$ cat src/design/magma_pkg.sv
// Shared types, constants and the pi substitution table for the Magma cipher core.
// No dependencies; imported by magma_round_cell and magma_block_cipher.
package magma_pkg;

    localparam int NumRounds = 32;
    localparam int KeyWords  = 8;
    localparam int WordW     = 32;
    localparam int KeyIdxW   = 3;
    localparam int CfgIdxW   = 4;
    localparam int RotLeft   = 11;
    localparam int RotRight  = 21;

    typedef logic [WordW-1:0]   t_word;
    typedef logic [KeyIdxW-1:0] t_key_idx;
    typedef logic [CfgIdxW-1:0] t_cfg_idx;

    // One item as it travels from cell to cell.
    typedef struct packed {
        logic  valid;
        logic  mode;
        t_word left;
        t_word right;
    } t_cell_bus;

    localparam logic [3:0] PiBox [KeyWords][16] = '{
        '{4'd12, 4'd4,  4'd6,  4'd2,  4'd10, 4'd5,  4'd11, 4'd9,
          4'd14, 4'd8,  4'd13, 4'd7,  4'd0,  4'd3,  4'd15, 4'd1},
        '{4'd6,  4'd8,  4'd2,  4'd3,  4'd9,  4'd10, 4'd5,  4'd12,
          4'd1,  4'd14, 4'd4,  4'd7,  4'd11, 4'd13, 4'd0,  4'd15},
        '{4'd11, 4'd3,  4'd5,  4'd8,  4'd2,  4'd15, 4'd10, 4'd13,
          4'd14, 4'd1,  4'd7,  4'd4,  4'd12, 4'd9,  4'd6,  4'd0},
        '{4'd12, 4'd8,  4'd2,  4'd1,  4'd13, 4'd4,  4'd15, 4'd6,
          4'd7,  4'd0,  4'd10, 4'd5,  4'd3,  4'd14, 4'd9,  4'd11},
        '{4'd7,  4'd15, 4'd5,  4'd10, 4'd8,  4'd1,  4'd6,  4'd13,
          4'd0,  4'd9,  4'd3,  4'd14, 4'd11, 4'd4,  4'd2,  4'd12},
        '{4'd5,  4'd13, 4'd15, 4'd6,  4'd9,  4'd2,  4'd12, 4'd10,
          4'd11, 4'd7,  4'd8,  4'd1,  4'd4,  4'd3,  4'd14, 4'd0},
        '{4'd8,  4'd14, 4'd2,  4'd5,  4'd6,  4'd9,  4'd1,  4'd12,
          4'd15, 4'd4,  4'd11, 4'd0,  4'd13, 4'd10, 4'd3,  4'd7},
        '{4'd1,  4'd7,  4'd14, 4'd13, 4'd0,  4'd5,  4'd8,  4'd3,
          4'd4,  4'd15, 4'd10, 4'd6,  4'd9,  4'd12, 4'd11, 4'd2}
    };

    // Key word used by each round.
    localparam t_key_idx OrderEnc [NumRounds] = '{
        3'd0, 3'd1, 3'd2, 3'd3, 3'd4, 3'd5, 3'd6, 3'd7,
        3'd0, 3'd1, 3'd2, 3'd3, 3'd4, 3'd5, 3'd6, 3'd7,
        3'd0, 3'd1, 3'd2, 3'd3, 3'd4, 3'd5, 3'd6, 3'd7,
        3'd7, 3'd6, 3'd5, 3'd4, 3'd3, 3'd2, 3'd1, 3'd0
    };

    localparam t_key_idx OrderDec [NumRounds] = '{
        3'd0, 3'd1, 3'd2, 3'd3, 3'd4, 3'd5, 3'd6, 3'd7,
        3'd7, 3'd6, 3'd5, 3'd4, 3'd3, 3'd2, 3'd1, 3'd0,
        3'd7, 3'd6, 3'd5, 3'd4, 3'd3, 3'd2, 3'd1, 3'd0,
        3'd7, 3'd6, 3'd5, 3'd4, 3'd3, 3'd2, 3'd1, 3'd0
    };

    function automatic logic [3:0] pi_sub(input t_key_idx box, input logic [3:0] nib);
        return PiBox[box][nib];
    endfunction

endpackage

$ cat src/design/magma_round_cell.sv
// One Feistel round of the Magma cipher, registered at its output.
// Depends on magma_pkg (types, pi table, rotation amounts).
module magma_round_cell (
    input  logic                 i_clk,
    input  logic                 i_rst_n,
    input  magma_pkg::t_word     i_key_enc,
    input  magma_pkg::t_word     i_key_dec,
    input  magma_pkg::t_cell_bus i_bus,
    output magma_pkg::t_cell_bus o_bus
);
    import magma_pkg::*;

    t_word key;
    t_word sum;
    t_word subst;
    t_word n_right;

    logic  r_valid;
    logic  r_mode;
    t_word r_left;
    t_word r_right;

    always_comb begin
        key = i_bus.mode ? i_key_dec : i_key_enc;
        sum = i_bus.right + key;
        for (int n = 0; n < KeyWords; n++) begin
            subst[4*n +: 4] = pi_sub(t_key_idx'(n), sum[4*n +: 4]);
        end
        n_right = ((subst << RotLeft) | (subst >> RotRight)) ^ i_bus.left;
    end

    always_ff @(posedge i_clk) begin
        if (!i_rst_n) begin
            r_valid <= 1'b0;
        end else begin
            r_valid <= i_bus.valid;
        end
        r_mode  <= i_bus.mode;
        r_left  <= i_bus.right;
        r_right <= n_right;
    end

    assign o_bus = '{valid: r_valid, mode: r_mode, left: r_left, right: r_right};

endmodule

$ cat config.mk
export PLATFORM = sky130hd
export DESIGN_NAME = magma_round_cell
export DESIGN_NICKNAME = d
export VERILOG_FILES = /design/src/design/magma_pkg.sv /design/src/design/magma_round_cell.sv
export SDC_FILE = /design/constraint.sdc
export NUM_CORES = 1
export LEC_CHECK = 0
export ABC_AREA = 1
export BUFFER_PORTS_ARGS = -buffer_cell sky130_fd_sc_hd__clkbuf_2
export CAP_MARGIN = 20
export CORE_MARGIN = 2
export CORE_UTILIZATION = 29
export DETAILED_ROUTE_END_ITERATION = 10
export PLACE_DENSITY = 0.53
export SYNTH_ARGS = -nofsm -noshare
export SYNTH_HDL_FRONTEND = slang
export SYNTH_SLANG_ARGS = --single-unit
export TNS_END_PERCENT = 30
$ cat constraint.sdc
create_clock -name i_clk -period 10.05 [get_ports i_clk]
set_input_delay 2.01 -clock i_clk [delete_from_list [all_inputs] [get_ports i_clk]]
set_output_delay 2.01 -clock i_clk [all_outputs]
set_load 0.02 [all_outputs]
==> metrics.yaml, run 1 <==
max_slew_margin_pct: 34.3
drt_iter0_markers: 268
power.density_mw_per_mm2: 177
cp_slowest_stage_delay_ns: 0.72
fmax_mhz: 184
setup_violations: 0
layout_commonest_cell: "nand2_1"
endpoint_kind: "register"
crit_start: "i_bus[64]"
ir_drop_uv: 75.6
wl_met3_um: 780
num_antenna_cells: 0
synth_top_family_by_area: "simple AND/OR/NAND/NOR gates"
synth-compound-area-share_pct: 8.24
first_global_vias: 5642
path_class: "input port to register"
grt_pass1_wl_um: 26700
fin_area_sq_mm: 0.00738
power_w: 0.00131
root_buffer: "clkbuf_16"
cts_resized: 0
critPathMaxFanout: 34
rsz0062_at_grt: "no"
power.leakage_nw: 4.23
cap_violations: 0
synth_seq_area_share_pct: 22.8
slowest_stage: "clkbuf_2"
dieArea_sq_mm: 0.0212
critPathLaunchType: "input port"
post_cts_buffers: 0
min_to: "r_left[30]"
synth-simple-area-share_pct: 34.5
synthAdderAreaFrac_pct: 14.8
finalHoldViolCount: 0
io_buffers: 197
maxUsedRoutingLayer: "met4"
final_util_pct: 37.8
status: "complete, no violations"
place_ws_ns: 4.18
drive_above_1_share_pct: 23.0
via_per_inst: 4.31
ys_ff_latch: 66
routed_wl_um: 16200
die_w_um: 145
cts_hold_buf: 0
syn2layout_area_growth_pct: 27.1
die_y_um: 145
grt_use_total_pct: 15.4
place.gp.congestion: 0.863
post-route-min-period_ns: 5.43
ant_nets: 0
gr-total-overflow: 0
arrival_ns: 5.65
cpMostUsedCell: "nand2_1"
drt-met1-wl_um: 7630
tightest_slew_ns: 0.985
placed_area_sq_mm: 0.00709
vias: 5918
slew_violations: 0
wl_met2_um: 7590
clock_sinks: 66
yosys.cell_types.count: 38
hold_class: "input port to register"
finalSetupTns_ns: 0
io_pins: 198
synth.area.mux_share_pct: 6.00
firstDrtPassIters: 4
dp_hpwl_um: 13900
multi_input_comb_area_sq_mm: 0.00397
clk_path_buf_depth: 2
grt_max_degree: 35
cts-htree-levels: 3
seq_area_sq_mm: 0.00132
holdPathStages: 1
start_util_pct: 29.7
antenna_found_initial: 0
syn_inst: 903
min_period_over_period_pct: 54.0
hold_start: "i_bus[30]"
yosys_warnings: 0
finalWorstSetupSlack_ns: 4.62
crit_required_ns: 10.28
wl_per_cell_um: 11.8
cts_tree: "built"
core_area_sq_mm: 0.0195
syn_area_per_cell_sq_um: 6.43
nets: 1305
cts_buffers: 9
rows: 51
clk_pin_slew_worst_paths_ns: 0.06
path_cells: "clkbuf_2, mux2_2, ha_1, inv_1, fa_1, inv_1, nand3_1, nand2_1, nand2_1, nand2_1, nand2_1, nand2_1, xor2_2, inv_1, ha_1, or2_1, o211ai_1, nand2_1, nand2_1, nand2_1"
drt_drc_violations_left: 0
syn-num-nets: 1103
syn-cell-area_sq_mm: 0.00580
final_cell_mix: "nand2_1 (336), clkbuf_2 (197), inv_1 (124), nand3_1 (77), ha_1 (67)"
fillers: 2196
synth-xor-area-share_pct: 4.79
flip-flops by register name (all words and copies together), names as in the netlist:
| name | count |
|---|---|
| r_left | 32 |
| r_mode | 1 |
| r_valid | 1 |
| r_right | 32 |
area by class of cell:
type / count / area share [%]
inverters: 129 / 6.56
clock buffers: 12 / 3.34
multi-input cells: 702 / 53.8
well taps: 265 / 4.50
repair buffers: 197 / 13.4
flip-flops and latches: 66 / 17.9
clock inverters: 3 / 0.543
worst max-delay path, delay by kind of cell:
family / cells / cell delay [ns]
adders and majority gates: 3 / 0.78
xor gates and xnor gates: 1 / 0.26
AOI/OAI and AO/OA: 1 / 0.20
buffers and inverters: 4 / 1.00
and+or+nand+nor: 10 / 1.06
muxes: 1 / 0.31
layer usage:
| metal | up-vias | track usage, % |
|---|---|---|
| met3 | 14 | 3.01 |
| met4 | 0 | 4.17 |
| met2 | 134 | 26.5 |
| li1 | 3262 | - |
| met5 | - | 0 |
| met1 | 2508 | 19.7 |
metrics by stage:
stage	std cells	hold slack, ns
after global placement	1359	2.13
after detailed placement	1359	2.14
after floorplan	903	2.04
after CTS	1374	1.77
after global routing	1374	1.78
final	1374	1.79
power breakdown:
part / internal [W] / total (W) / switching [W]
logic: 0.000236 / 0.000657 / 0.000421
clock network: 0.000197 / 0.000311 / 0.000115
registers: 0.000326 / 0.000341 / 0.0000148
synth_stat cells, drive strengths merged:
library cell  instances  area share [%]
o22ai                 1            0.11
a31oi                 1            0.11
mux2i                 1            0.17
ha                   67              14
o211ai                8             1.0
nand4                 2            0.22
a211oi                1            0.13
and2                  1            0.11
nand3                77             6.6
clkbuf                4            0.26
buf                   2            0.26
a21oi                29             2.6
a21o                  4            0.52
or2                   1            0.11
dfxtp                66              23
nor4                  1            0.11
nor3b                 1            0.13
nor3                  4            0.35
mux2                 30             5.8
xor2                 16             2.5
o21a                  1            0.13
o21ai                34             2.9
xnor2                14             2.2
nor2                 55             3.6
inv                 129             8.3
fa                    1            0.35
nand2               340              22
o21bai                5            0.71
nand3b                7             1.1
worst max path at each step:
| stage | cells after the start | endpoint | slack [ns] |
|---|---|---|---|
| 2_1_floorplan | 21 | r_right[24] | 4.90 |
| 3_3_place_gp | 20 | r_right[24] | 4.34 |
| 3_5_place_dp | 20 | r_right[24] | 4.18 |
| 4_1_cts | 20 | r_right[24] | 4.57 |
| 5_1_grt | 20 | r_right[24] | 4.19 |
| 6_report | 20 | r_right[24] | 4.62 |
logic make-up (layout without fill, tap and decap cells):
kind of cell / Yosys count / after routing
simple gates: 489 / 489
buf+inv: 135 / 341
compound gates: 84 / 84
fa+ha+maj: 68 / 68
flops: 66 / 66
mux: 31 / 31
xor+xnor: 30 / 30
Power figures use the tool's default switching activity.
==> inputs of run 2 (changes only) <==
clock period = 5.45 ns   (was 10.05 ns; I/O delays follow)
==> metrics.yaml, run 2 (synthesis gave the netlist of run 1 again) <==
setup_violations: 0  # unchanged
fmax_mhz: 230
cts-htree-levels: 3  # unchanged
clock_sinks: 66  # unchanged
reg.largest.list: "r_left (32), r_right (32)"  # unchanged
dp_hpwl_um: 14200  # was 13900 um
vias: 6028  # was 5918
power.density_mw_per_mm2: 337  # was 177 mW/mm^2
num_antenna_cells: 0  # unchanged
finalSetupTns_ns: 0  # unchanged
final_cell_mix: "nand2_1 (336), clkbuf_2 (197), inv_1 (124), nand3_1 (77), ha_1 (67)"  # unchanged
cts_tree: "built"  # unchanged
io_pins: 198  # unchanged
wl_per_cell_um: 12.0  # was 11.8 um
place.gp.congestion: 0.892  # was 0.863
path_class: "input port to register"  # unchanged
firstDrtPassIters: 4  # unchanged
use_met2_pct: 27.0  # was 26.5%
post_cts_buffers: 0  # unchanged
gr-total-overflow: 0  # unchanged
drt_iter0_markers: 282  # was 268
via_per_inst: 4.37  # was 4.31
ir_drop_uv: 141  # was 75.6 uV
grt_use_total_pct: 15.9  # was 15.4%
cp_slowest_stage_delay_ns: 0.50  # was 0.72 ns
finalNonFillerCells: 1378  # was 1374
power.leakage_nw: 4.27  # was 4.23 nW
rows: 51  # unchanged
status: "complete, no violations"  # unchanged
first_global_vias: 5687  # was 5642
timing.critical_path.buf_inv: 3  # was 4
start_util_pct: 29.7  # unchanged
dp_cells: 1362  # was 1359
arrival_ns: 4.61  # was 5.65 ns
die_y_um: 145  # unchanged
routed_wl_um: 16500  # was 16200 um
core_area_sq_mm: 0.0195  # unchanged
cts_hold_buf: 0  # unchanged
cpMostUsedCell: "nand2_1"  # unchanged
grt_max_degree: 20  # was 35
crit_required_ns: 5.72  # was 10.28 ns
grt_util_met3_pct: 3.73  # was 3.01%
path_depth: 15  # was 20
critPathTopFamily: "buffers and inverters"  # was simple AND/OR/NAND/NOR gates
fin_area_sq_mm: 0.00745  # was 0.00738 sq mm
antenna_found_initial: 0  # unchanged
grt_pass1_wl_um: 27400  # was 26700 um
cap_violations: 0  # unchanged
top_usage_layer: "met2"  # unchanged
placed_area_sq_mm: 0.00711  # was 0.00709 sq mm
cts_resized: 0  # unchanged
cts_buffers: 9  # unchanged
post-route-min-period_ns: 4.34
layout_commonest_cell: "nand2_1"  # unchanged
min_period_over_period_pct: 79.7
clk_path_buf_depth: 2  # unchanged
dieArea_sq_mm: 0.0212  # unchanged
hold_class: "input port to register"  # unchanged
endpoint_kind: "register"  # unchanged
slowest_stage: "xnor2_1"  # was clkbuf_2
slew_violations: 0  # unchanged
die_w_um: 145  # unchanged
rsz0062_at_grt: "no"  # unchanged
gr-usage-met1_pct: 20.2  # was 19.7%
nets: 1308  # was 1305
max_slew_margin_pct: 57.2  # was 34.3%
drt_drc_violations_left: 0  # unchanged
drive_above_1_share_pct: 23.4  # was 23.0%
root_buffer: "clkbuf_16"  # unchanged
crit_start: "i_bus[64]"  # unchanged
clk_pin_slew_worst_paths_ns: 0.06  # about the same
ant_nets: 0  # unchanged
tightest_slew_ns: 0.636  # was 0.985 ns
crit_end: "r_right[25]"  # was r_right[24]
critPathLaunchType: "input port"  # unchanged
io_buffers: 197  # unchanged
path_cells: "clkbuf_2, buf_4, mux2_2, ha_1, a21oi_1, nand2_1, nand3_1, nand2_1, xnor2_1, inv_1, ha_1, nand2_1, o21ai_1, o21ai_1, xor2_1"  # was clkbuf_2, mux2_2, ha_1, inv_1, fa_1, inv_1, nand3_1, nand2_1, nand2_1, nand2_1, nand2_1, nand2_1, xor2_2, inv_1, ha_1, or2_1, o211ai_1, nand2_1, nand2_1, nand2_1
critPathMaxFanout: 19  # was 34
syn2layout_area_growth_pct: 28.3  # was 27.1%
finalHoldViolCount: 0  # unchanged
[run 2: cell count changes in the layout (fill, tap and decap cells not counted)]
| cell | before | now |
|---|---|---|
| bufinv_16 | 1 | 3 |
| clkbuf_8 | 1 | 0 |
| clkbuf_1 | 2 | 1 |
| buf_4 | 0 | 3 |
| clkinv_2 | 2 | 3 |
[run 2: final cells by class]
cell class | instances | area [sq um]
inverters | 129 | 484
clock inverters | 6 | 105
clock buffers | 10 | 229
flip-flops and latches | 66 | 1320
fillers | 2200 | 12100
multi-input cells | 702 | 3970
well taps | 265 | 332
repair buffers | 200 | 1010
[run 2: report_power, final]
| group | leakage, nW | internal (W) | switching (W) |
|---|---|---|---|
| Clock | 0.166 | 0.000444 | 0.000215 |
| Combinational | 3.55 | 0.000435 | 0.000782 |
| Sequential | 0.557 | 0.000601 | 0.0000277 |
[run 2: worst min path at each step]
stage          startpoint    endpoint  slack, ns  cells after the start
2_1_floorplan    i_bus[0]   r_left[0]       1.12                      0
3_3_place_gp    i_bus[29]  r_left[29]       1.22                      1
3_5_place_dp    i_bus[28]  r_left[28]       1.21                      1
4_1_cts         i_bus[28]  r_left[28]       0.85                      1
5_1_grt         i_bus[22]  r_left[22]       0.85                      1
6_report        i_bus[22]  r_left[22]       0.87                      1
[run 2: metrics by stage]
step | hold slack, ns | total power [W] | util [%] | worst slack, ns
final | 0.866 | 0.00251 | 38.1 | 1.11
after global routing | 0.847 | 0.00274 | 38.1 | 0.708
after CTS | 0.847 | 0.00255 | 38.1 | 1.03
after detailed placement | 1.21 | 0.00186 | 36.4 | 0.666
after global placement | 1.22 | 0.00186 | 36.4 | 0.718
after floorplan | 1.12 | 0.00152 | - | 1.22
[run 2: metal layers]
metal | share of wire [%] | vias up
met1 | 47 | 2600
met3 | 5.1 | 16
li1 | - | 3262
met2 | 46 | 150
met4 | 1.3 | 0
met5 | 0 | -
